### config.mk
export PLATFORM = sky130hd
export DESIGN_NAME = afsw_front
export DESIGN_NICKNAME = d
export VERILOG_FILES = /design/src/rtl/afsw_pkg.sv /design/src/rtl/afsw_front.sv
export SDC_FILE = /design/constraint.sdc
export NUM_CORES = 2
export LEC_CHECK = 0
export ABC_CLOCK_PERIOD_IN_PS = 8500
export BUFFER_PORTS_ARGS = -buffer_cell sky130_fd_sc_hd__buf_2
export CAP_MARGIN = 20
export CORE_ASPECT_RATIO = 0.6
export CORE_MARGIN = 2
export CORE_UTILIZATION = 55
export CTS_BUF_LIST = sky130_fd_sc_hd__clkbuf_8
export DETAILED_ROUTE_END_ITERATION = 16
export PLACE_DENSITY = 0.73
export SLEW_MARGIN = 20
export SYNTH_ARGS = -nofsm -noshare
export SYNTH_HDL_FRONTEND = slang
export SYNTH_SLANG_ARGS = --single-unit
### constraint.sdc
create_clock -name clk_i -period 8.5 [get_ports clk_i]
set_input_delay 0.425 -clock clk_i [delete_from_list [all_inputs] [get_ports clk_i]]
set_output_delay 0.425 -clock clk_i [all_outputs]
set_load 0.005 [all_outputs]
### src/rtl/afsw_pkg.sv
`timescale 1ns / 1ps
// Shared types and constants for the affine forward splat warp.
// No dependencies.
package afsw_pkg;

  localparam int COORD_BITS    = 12;
  localparam int FRAC_BITS     = 16;
  localparam int MAX_SPLAT_DEF = 8;
  localparam int COEF_W        = 32;
  localparam int CHAN_W        = 8;
  localparam int CFG_IDX_W     = 4;
  localparam int LIM_W         = COORD_BITS + 1;
  localparam int PROD_W        = COEF_W + COORD_BITS + 1;
  localparam int ACC_W         = PROD_W + 2;
  localparam int POS_W         = ACC_W - FRAC_BITS + 2;
  localparam int Q_DEPTH       = 2;

  localparam logic [CFG_IDX_W-1:0] REG_COEF_XX  = CFG_IDX_W'(0);
  localparam logic [CFG_IDX_W-1:0] REG_COEF_XY  = CFG_IDX_W'(1);
  localparam logic [CFG_IDX_W-1:0] REG_OFFSET_X = CFG_IDX_W'(2);
  localparam logic [CFG_IDX_W-1:0] REG_COEF_YX  = CFG_IDX_W'(3);
  localparam logic [CFG_IDX_W-1:0] REG_COEF_YY  = CFG_IDX_W'(4);
  localparam logic [CFG_IDX_W-1:0] REG_OFFSET_Y = CFG_IDX_W'(5);
  localparam logic [CFG_IDX_W-1:0] REG_DST_COLS = CFG_IDX_W'(6);
  localparam logic [CFG_IDX_W-1:0] REG_DST_ROWS = CFG_IDX_W'(7);

  localparam logic [COEF_W-1:0] RST_COEF_ONE = COEF_W'(1) << FRAC_BITS;
  localparam logic [LIM_W-1:0]  RST_DST_COLS = LIM_W'(640);
  localparam logic [LIM_W-1:0]  RST_DST_ROWS = LIM_W'(480);
  localparam logic [LIM_W-1:0]  LIM_MAX      = LIM_W'(1) << COORD_BITS;

  typedef struct packed {
    logic signed [COEF_W-1:0] coef_xx;
    logic signed [COEF_W-1:0] coef_xy;
    logic signed [COEF_W-1:0] offset_x;
    logic signed [COEF_W-1:0] coef_yx;
    logic signed [COEF_W-1:0] coef_yy;
    logic signed [COEF_W-1:0] offset_y;
    logic [LIM_W-1:0]         col_lim;
    logic [LIM_W-1:0]         row_lim;
  } cfg_t;

  // clipped write window of one source pixel, hi bounds exclusive
  typedef struct packed {
    logic [LIM_W-1:0]  col_lo;
    logic [LIM_W-1:0]  col_hi;
    logic [LIM_W-1:0]  row_lo;
    logic [LIM_W-1:0]  row_hi;
    logic [CHAN_W-1:0] red;
    logic [CHAN_W-1:0] green;
    logic [CHAN_W-1:0] blue;
  } span_t;

endpackage

### src/rtl/afsw_front.sv
`timescale 1ns / 1ps
// Front end: accepts source pixels, maps the position, clips the splat square
// and queues the resulting write window. Depends on afsw_pkg.
module afsw_front #(
  parameter int MAX_SPLAT = afsw_pkg::MAX_SPLAT_DEF,
  localparam int SIDE_W   = $clog2(MAX_SPLAT + 1)
) (
  input  logic                              clk_i,
  input  logic                              rst_ni,
  input  logic                              in_valid_i,
  output logic                              in_ready_o,
  input  logic [afsw_pkg::COORD_BITS-1:0]   in_col_i,
  input  logic [afsw_pkg::COORD_BITS-1:0]   in_row_i,
  input  logic [afsw_pkg::CHAN_W-1:0]       in_red_i,
  input  logic [afsw_pkg::CHAN_W-1:0]       in_green_i,
  input  logic [afsw_pkg::CHAN_W-1:0]       in_blue_i,
  input  afsw_pkg::cfg_t                    cfg_i,
  input  logic [SIDE_W-1:0]                 side_i,
  input  logic                              full_i,
  output logic                              push_o,
  output afsw_pkg::span_t                   span_o
);

  localparam int ACC_W = afsw_pkg::ACC_W;
  localparam int POS_W = afsw_pkg::POS_W;
  localparam int LIM_W = afsw_pkg::LIM_W;
  localparam logic signed [ACC_W-1:0] TRUNC_ADJ = ACC_W'((1 << afsw_pkg::FRAC_BITS) - 1);

  localparam logic [2:0] ST_IDLE = 3'd0;
  localparam logic [2:0] ST_MUL  = 3'd1;
  localparam logic [2:0] ST_SUM  = 3'd2;
  localparam logic [2:0] ST_TRN  = 3'd3;
  localparam logic [2:0] ST_CLIP = 3'd4;

  logic [2:0] state_d, state_q;
  logic       accept, advance, empty;

  logic [afsw_pkg::COORD_BITS-1:0]       col_q, row_q;
  logic [afsw_pkg::CHAN_W-1:0]           red_q, green_q, blue_q;
  logic signed [afsw_pkg::PROD_W-1:0]    p_xx_q, p_xy_q, p_yx_q, p_yy_q;
  logic signed [ACC_W-1:0]               acc_x_q, acc_y_q;
  logic signed [POS_W-1:0]               nx_q, ny_q;
  logic signed [POS_W-1:0]               side_s, x_end, y_end, x_lim, y_lim;
  logic signed [POS_W-1:0]               x_lo, x_hi, y_lo, y_hi;

  // division by 2^FRAC_BITS, truncated toward zero
  function automatic logic signed [POS_W-1:0] trunc_pos(input logic signed [ACC_W-1:0] a);
    logic signed [ACC_W-1:0] b;
    b = a + (a[ACC_W-1] ? TRUNC_ADJ : ACC_W'(0));
    return POS_W'(b >>> afsw_pkg::FRAC_BITS);
  endfunction

  assign accept     = in_valid_i && in_ready_o;
  assign advance    = (state_q == ST_CLIP) && (empty || !full_i);
  assign in_ready_o = (state_q == ST_IDLE) || advance;
  assign push_o     = (state_q == ST_CLIP) && !empty && !full_i;

  always_comb begin
    state_d = state_q;
    case (state_q)
      ST_IDLE: if (in_valid_i) state_d = ST_MUL;
      ST_MUL:  state_d = ST_SUM;
      ST_SUM:  state_d = ST_TRN;
      ST_TRN:  state_d = ST_CLIP;
      ST_CLIP: if (advance) state_d = in_valid_i ? ST_MUL : ST_IDLE;
      default: state_d = ST_IDLE;
    endcase
  end

  always_ff @(posedge clk_i or negedge rst_ni) begin
    if (!rst_ni) begin
      state_q <= ST_IDLE;
    end else begin
      state_q <= state_d;
    end
  end

  always_ff @(posedge clk_i) begin
    if (accept) begin
      col_q   <= in_col_i;
      row_q   <= in_row_i;
      red_q   <= in_red_i;
      green_q <= in_green_i;
      blue_q  <= in_blue_i;
    end
    p_xx_q  <= cfg_i.coef_xx * $signed({1'b0, col_q});
    p_xy_q  <= cfg_i.coef_xy * $signed({1'b0, row_q});
    p_yx_q  <= cfg_i.coef_yx * $signed({1'b0, col_q});
    p_yy_q  <= cfg_i.coef_yy * $signed({1'b0, row_q});
    acc_x_q <= ACC_W'(p_xx_q) + ACC_W'(p_xy_q) + ACC_W'(cfg_i.offset_x);
    acc_y_q <= ACC_W'(p_yx_q) + ACC_W'(p_yy_q) + ACC_W'(cfg_i.offset_y);
    nx_q    <= trunc_pos(acc_x_q);
    ny_q    <= trunc_pos(acc_y_q);
  end

  always_comb begin
    side_s = $signed(POS_W'(side_i));
    x_lim  = $signed(POS_W'(cfg_i.col_lim));
    y_lim  = $signed(POS_W'(cfg_i.row_lim));
    x_end  = nx_q + side_s;
    y_end  = ny_q + side_s;
    x_lo   = (nx_q < 0) ? POS_W'(0) : nx_q;
    y_lo   = (ny_q < 0) ? POS_W'(0) : ny_q;
    x_hi   = (x_end < x_lim) ? x_end : x_lim;
    y_hi   = (y_end < y_lim) ? y_end : y_lim;
    empty  = (x_lo >= x_hi) || (y_lo >= y_hi);
  end

  always_comb begin
    span_o.col_lo = x_lo[LIM_W-1:0];
    span_o.col_hi = x_hi[LIM_W-1:0];
    span_o.row_lo = y_lo[LIM_W-1:0];
    span_o.row_hi = y_hi[LIM_W-1:0];
    span_o.red    = red_q;
    span_o.green  = green_q;
    span_o.blue   = blue_q;
  end

endmodule

# Word level (Yosys, flattened, before mapping)
# Cells that the tools add are included.
[word_totals] mem_count=0 register_bits=387 input_bits=274 romBits=0 mem_bits_rw=0 latchBits=0 word_cells=59 output_inout_bits=78
[op_classes] n_reduce_logical=11 n_mux=10 bitwise_logic=0 shifts=0 n_div=0 eq_ne=6 n_addsub=8 n_mul=4 order_cmp=6
[ops] op="$mul A32 B13 Y45" n=4
[ops] op="$mux W33" n=4
[ops] op="$add A46 B32 Y47" n=2
[ops] op="$add A47 B17 Y47" n=2
[ops] op="$add A45 B45 Y46" n=2
[ops] op="$ge A33 B33 Y1" n=2
[ops] op="$add A31 B5 Y32" n=2
[ops] op="$lt A32 B14 Y1" n=2
[ops] op="$lt A31 B1 Y1 const B" n=2
[ops] op="$mux W16" n=2
[ops] op="$pmux W3 S5" n=1
[ops] op="$eq A3 B2 Y1 const B" n=2
[ops] op="$mux W3" n=2
[ops] op="$logic_and A1 B1 Y1" n=4
[ops] op="$ne A2 B2 Y1 const B" n=2
[ops] op="$eq A3 B1 Y1 const B" n=1
[ops] op="$eq A3 B3 Y1 const B" n=1
[ops] op="$logic_not A3 Y1" n=1
[ops] op="$logic_or A1 B1 Y1" n=3
[ops] op="$logic_not A1 Y1" n=2
[ops] op="$reduce_and A2 Y1" n=1
[ops] op="$mux W1" n=1

# Longest topological paths before layout
[depth] ltp_word=9 ltp_mapped=34 depth_no_buf=33

# Least setup slack after synthesis
# Ideal clock, no wire load.
[synth_timing] kind="input-to-reg" from="input side_i[0]" to="register blue_q[0] (netlist name), enable pin" stages=33 slack_ns=1.140 arrival_ns=6.950 path_buffers=2 setup_ns=0.411 path_cell_list="ha_1 -> inv_1 -> fa_1 -> nor2b_1 -> o21ai_0 -> nand2_1 -> and3_1 -> and3_1 -> xor2_1 -> ha_1 -> a21oi_1 -> nor2b_1 -> o21ai_0 -> nand2b_1 -> a21oi_1 -> nand4b_1 -> a2111oi_0 -> nand3_1 -> ha_1 -> buf_1 -> clkbuf_1 -> nor2_1 -> a21oi_1 -> inv_1 -> ha_1 -> a21o_1 -> a21oi_1 -> o21ai_0 -> a21oi_1 -> o21ai_0 -> a211oi_1 -> o311ai_1 -> and3_1"
[synth_lines] element="start: declaration" line="afsw_front.sv:18" text="input logic [SIDE_W-1:0] side_i,"
[synth_lines] element="end signal: assignment" line="afsw_front.sv:84" text="blue_q <= in_blue_i;"
[synth_lines] element="end: declaration" line="afsw_front.sv:39" text="logic [afsw_pkg::CHAN_W-1:0] red_q, green_q, blue_q;"

# Worst setup path after layout
[layout_timing] from="register ny_q[0]" to="output in_ready_o"
[layout_between] elab_chain_cells=8 elab_cells_between_ends=10 cone_classes="1 x add/sub; 3 x order compare; 2 x mux; 4 x reduce/logical"
[layout_rtl] element="start: declaration" line="afsw_front.sv:42" text="logic signed [POS_W-1:0] nx_q, ny_q;"
[layout_rtl] element="start signal: assignment" line="afsw_front.sv:93" text="ny_q <= trunc_pos(acc_y_q);"
[layout_rtl] element="$add A31 B5 Y32" line="afsw_front.sv:101" text="y_end = ny_q + side_s;"
[layout_rtl] element="$lt A32 B14 Y1" line="afsw_front.sv:105" text="y_hi = (y_end < y_lim) ? y_end : y_lim;"
[layout_rtl] element="$mux W33" line="afsw_front.sv:105"
[layout_rtl] element="$ge A33 B33 Y1 *" line="afsw_front.sv:106" text="empty = (x_lo >= x_hi) || (y_lo >= y_hi);"
[layout_rtl] element="$logic_or A1 B1 Y1 *" line="afsw_front.sv:106"
[layout_rtl] element="$logic_or A1 B1 Y1 *" line="afsw_front.sv:54" text="assign advance = (state_q == ST_CLIP) && (empty || !full_i);"
[layout_rtl] element="$logic_and A1 B1 Y1 *" line="afsw_front.sv:54"
[layout_rtl] element="$logic_or A1 B1 Y1 *" line="afsw_front.sv:55" text="assign in_ready_o = (state_q == ST_IDLE) || advance;"
[layout_rtl] element="end: declaration" line="afsw_front.sv:11" text="output logic in_ready_o,"
# Mark *: on every way between the ends. The rest lies on a longest branch, timed or not.

==> impl_summary.md <==
Status
The flow ran to the end, and the final reports show no timing, DRC or antenna violations.

Placed design
Port buffering added 351 buffers. The routability congestion estimate from global placement is 0.936. The standard cell area after detailed placement is 0.0764 mm2. Including well taps, the total number of placed cells is 9,781.

The detailed-placement wirelength estimate is 166 mm.

Detailed routing
The violation count after the first detailed-route iteration is 4,437. The number of remaining DRC errors is 0. Dividing the detail-routed wire length by the instance count gives 19.9 um. In this run the remaining antenna-violating nets after routing total 0. The post-detailed-route via-to-cell ratio is 5.49.

The overall routed net length is 199 mm. The routed layout has 54,900 vias. The iteration count of the initial detailed-routing pass is 6.

Timing
Between clock sinks in the finished design, the worst skew comes to 77.0 ps. The count of final hold-check violations is 0. At the pin with the least slew margin, the transition time is 1080 ps. The worst path needs 7880 ps of the cycle, external delays included. The count of endpoints failing setup in the final report is 0.

Setup repair after global routing left no endpoint under its margin. The final number of max-transition violations was 0. The tightest slew margin relative to the limit is 27.7%. The final sum of negative setup slack is 0 ps. Derived from the worst setup path, the maximum achievable clock frequency is 127 MHz. The final critical path takes up 92.8% of the cycle.

CTS
The number of clock buffers inserted by TritonCTS is 76. The TritonCTS clock tree is yes. Clock latency on the worst-skew pair, taken at its later pin, is 790 ps. The number of levels the H-tree was split into is 3. After clock tree synthesis, the clock-pin slew on the worst setup and hold paths is 60 ps. For this design, the sink count on the clock tree is 387.

The cell at the root of the clock tree is sky130_fd_sc_hd__clkbuf_8. The number of buffers on the longest clock path is 3.

Floorplanning
After floorplanning, the core was sized to cover 0.132 mm2. The die covers 0.136 mm2. The initial cell density of the core is 55.5%.

Measured along the x axis, the die boundary spans 475 um. The floorplan has 103 rows. During I/O placement, the number of pins put on the boundary was 352. The die extent in y is 287 um.

Yosys
The per-instance average area after synthesis is 9.23 um2. Ranked by total cell area, the synthesized netlist is headed by sky130_fd_sc_hd__fa_1, sky130_fd_sc_hd__ha_1, sky130_fd_sc_hd__dfxtp_1. The primary flip-flop cell chosen by synthesis mapping is sky130_fd_sc_hd__dfxtp_1. The count of flip-flops with a built-in enable after synthesis is 48. Of the synthesized area, sequential elements account for 11.3%.

The number of flip-flops and latches in the synthesized netlist is 387. The count of mapped cells out of synthesis is 7,934. The synthesized netlist net count is 10,300.

During synthesis, Yosys emitted a total of 0 warnings. The mapped netlist covers 0.0732 mm2. The share of flip-flops with an asynchronous set or reset after synthesis is 0.775%. The largest area contributor in the netlist is sky130_fd_sc_hd__fa_1. The top cell type by area accounts for 39.5% of the synthesized area.

The number of library cell types mapped by synthesis is 93.

GRT
Entering global routing, the biggest net connects 65 pins. Global routing used 30.1% of the available tracks across all layers. The global-route wire length before repair is 319 mm.

The via count of the first global-routing pass is 57,200. The number of antenna violations at the first check in global routing is 40. The remaining global-route overflow is 0.

Setup path
The slowest stage of the critical path belongs to the cell sky130_fd_sc_hd__ha_2. The data arrival at the endpoint of the critical path is 7460 ps. The worst setup path is launched from a flip-flop. The data required time of the critical path is 8080 ps. In this run the worst path has a maximum fanout of 40. The start-to-end type of the worst setup path is reg2out. The maximum cell stage delay along the critical path is 760 ps. The kind of end point of the critical path is an output port.

Job
Max-cap violations in this run came to 0.

Worst hold path
The worst hold path belongs to the class in2reg.

Cells and area
The flip-flop and latch area is 0.00824 mm2. The number of fillers in the final layout is 11,500. In the final design database the tool counted 10,500 nets. The total non-filler cell area in the finished layout is 0.0786 mm2. Once layout is complete, the cells apart from fillers number 9,995.

Of the cells placed in the final design, the portion with a size suffix greater than 1 is 7.12%. Relative to the synthesized area, the layout overhead comes to 7.33%. The multi-input combinational cells in the finished layout cover a total of 0.0580 mm2.
## logic make-up after synthesis
| family | synth area share, % |
|---|---|
| xor+xnor | 4.35 |
| simple gates | 16.7 |
| mux | 0.188 |
| buf+inv | 9.52 |
| flops | 11.3 |
| fa+ha+maj | 50.0 |
| compound gates | 7.97 |
## cells in the mapped netlist, types with 14 or more instances
master	n
sky130_fd_sc_hd__o21ai_0	125
sky130_fd_sc_hd__a211oi_1	35
sky130_fd_sc_hd__ha_1	610
sky130_fd_sc_hd__and2_1	841
sky130_fd_sc_hd__a21boi_0	14
sky130_fd_sc_hd__o21a_1	44
sky130_fd_sc_hd__nand3_1	83
sky130_fd_sc_hd__nor2_1	191
sky130_fd_sc_hd__xnor2_1	254
sky130_fd_sc_hd__nand2_1	866
sky130_fd_sc_hd__edfxtp_1	48
sky130_fd_sc_hd__nor3_1	45
sky130_fd_sc_hd__a21oi_1	263
sky130_fd_sc_hd__o21bai_1	37
sky130_fd_sc_hd__dfxtp_1	336
sky130_fd_sc_hd__and3_1	56
sky130_fd_sc_hd__nand2b_1	61
sky130_fd_sc_hd__nand4_1	48
sky130_fd_sc_hd__clkbuf_1	329
sky130_fd_sc_hd__a21o_1	191
sky130_fd_sc_hd__and4_1	19
sky130_fd_sc_hd__fa_1	1446
sky130_fd_sc_hd__xor2_1	110
sky130_fd_sc_hd__nor2b_1	103
sky130_fd_sc_hd__a31oi_1	22
sky130_fd_sc_hd__inv_1	1515
## stage by stage
step                      util [%]  hold WS (ps)  setup slack [ps]
after floorplan                  -           129              1140
after global placement        57.9           224               753
after detailed placement      57.9           225               617
after CTS                     59.5          20.7              54.2
after global routing          59.6          43.9              2.35
final                         59.6          83.7               615
## final timing paths
path                            slack, ps  cells after the start         from          to
min in group asynchronous             590                      3       rst_ni  state_q[2]
max in group asynchronous            7760                      3       rst_ni  state_q[1]
worst min register to register        440                      1  acc_y_q[43]    ny_q[27]
worst min-delay path                   80                      4    cfg_i[26]  acc_y_q[0]
worst max register to register       1090                     21     col_q[1]  p_xx_q[44]
worst max-delay path                  620                     27      ny_q[0]  in_ready_o
## state kept, by name (all words and copies together) (netlist names), 31 cells and up
signal and count:
acc_x_q 47, acc_y_q 47, p_xx_q 45, p_xy_q 45, p_yx_q 45, p_yy_q 45, nx_q 31, ny_q 31
## layer usage
layer  wire, um  global-route usage [%]
met2      82800                    43.1
met4       4680                    8.02
met3      19300                    5.86
met5         17                       0
met1      91900                    46.4
## cells in the final DEF (no fill, tap or decap), types with 45 or more instances in the layout
| cell | Yosys | routed |
|---|---|---|
| sky130_fd_sc_hd__inv_1 | 1515 | 1529 |
| sky130_fd_sc_hd__fa_1 | 1446 | 1446 |
| sky130_fd_sc_hd__nand2_1 | 866 | 866 |
| sky130_fd_sc_hd__and2_1 | 841 | 841 |
| sky130_fd_sc_hd__ha_1 | 610 | 608 |
| sky130_fd_sc_hd__buf_2 | 7 | 351 |
| sky130_fd_sc_hd__dfxtp_1 | 336 | 336 |
| sky130_fd_sc_hd__a21oi_1 | 263 | 263 |
| sky130_fd_sc_hd__xnor2_1 | 254 | 254 |
| sky130_fd_sc_hd__a21o_1 | 191 | 191 |
| sky130_fd_sc_hd__nor2_1 | 191 | 191 |
| sky130_fd_sc_hd__o21ai_0 | 125 | 124 |
| sky130_fd_sc_hd__xor2_1 | 110 | 110 |
| sky130_fd_sc_hd__nor2b_1 | 103 | 103 |
| sky130_fd_sc_hd__clkbuf_8 | 0 | 89 |
| sky130_fd_sc_hd__nand3_1 | 83 | 83 |
| sky130_fd_sc_hd__nand2b_1 | 61 | 61 |
| sky130_fd_sc_hd__and3_1 | 56 | 55 |
| sky130_fd_sc_hd__dlygate4sd3_1 | 0 | 52 |
| sky130_fd_sc_hd__nand4_1 | 48 | 48 |
| sky130_fd_sc_hd__edfxtp_1 | 48 | 48 |
| sky130_fd_sc_hd__nor3_1 | 45 | 45 |
| sky130_fd_sc_hd__buf_4 | 0 | 45 |
## worst max-delay path, delay by kind of cell, from the launching register on
kind	cells	cell delay (ps)
AOI/OAI and AO/OA	8	1620
adders and majority gates	4	1620
buffers and inverters	3	270
DFF	1	330
and+or+nand+nor	12	2860
## final cells by class
class / instances / share of cell area, %
multi-input cells: 5693 / 73.8
flip-flops and latches: 387 / 10.5
inverters: 1515 / 7.24
repair buffers: 454 / 3.47
well taps: 1785 / 2.84
clock buffers: 89 / 1.56
clock inverters: 46 / 0.470
diodes: 26 / 0.0828
## repair_timing
item | 4_1_cts | 5_1_grt
gates resized for setup | 0 | 5
buffers inserted | 0 | 0
hold endpoints to repair | 53 | 0
endpoints found under the setup margin | 0 | 7
hold buffers | 52 | 0
Power is left out: the tool's default activity adds up to more than one toggle a clock period on the data nets, which glitch-free logic cannot reach.
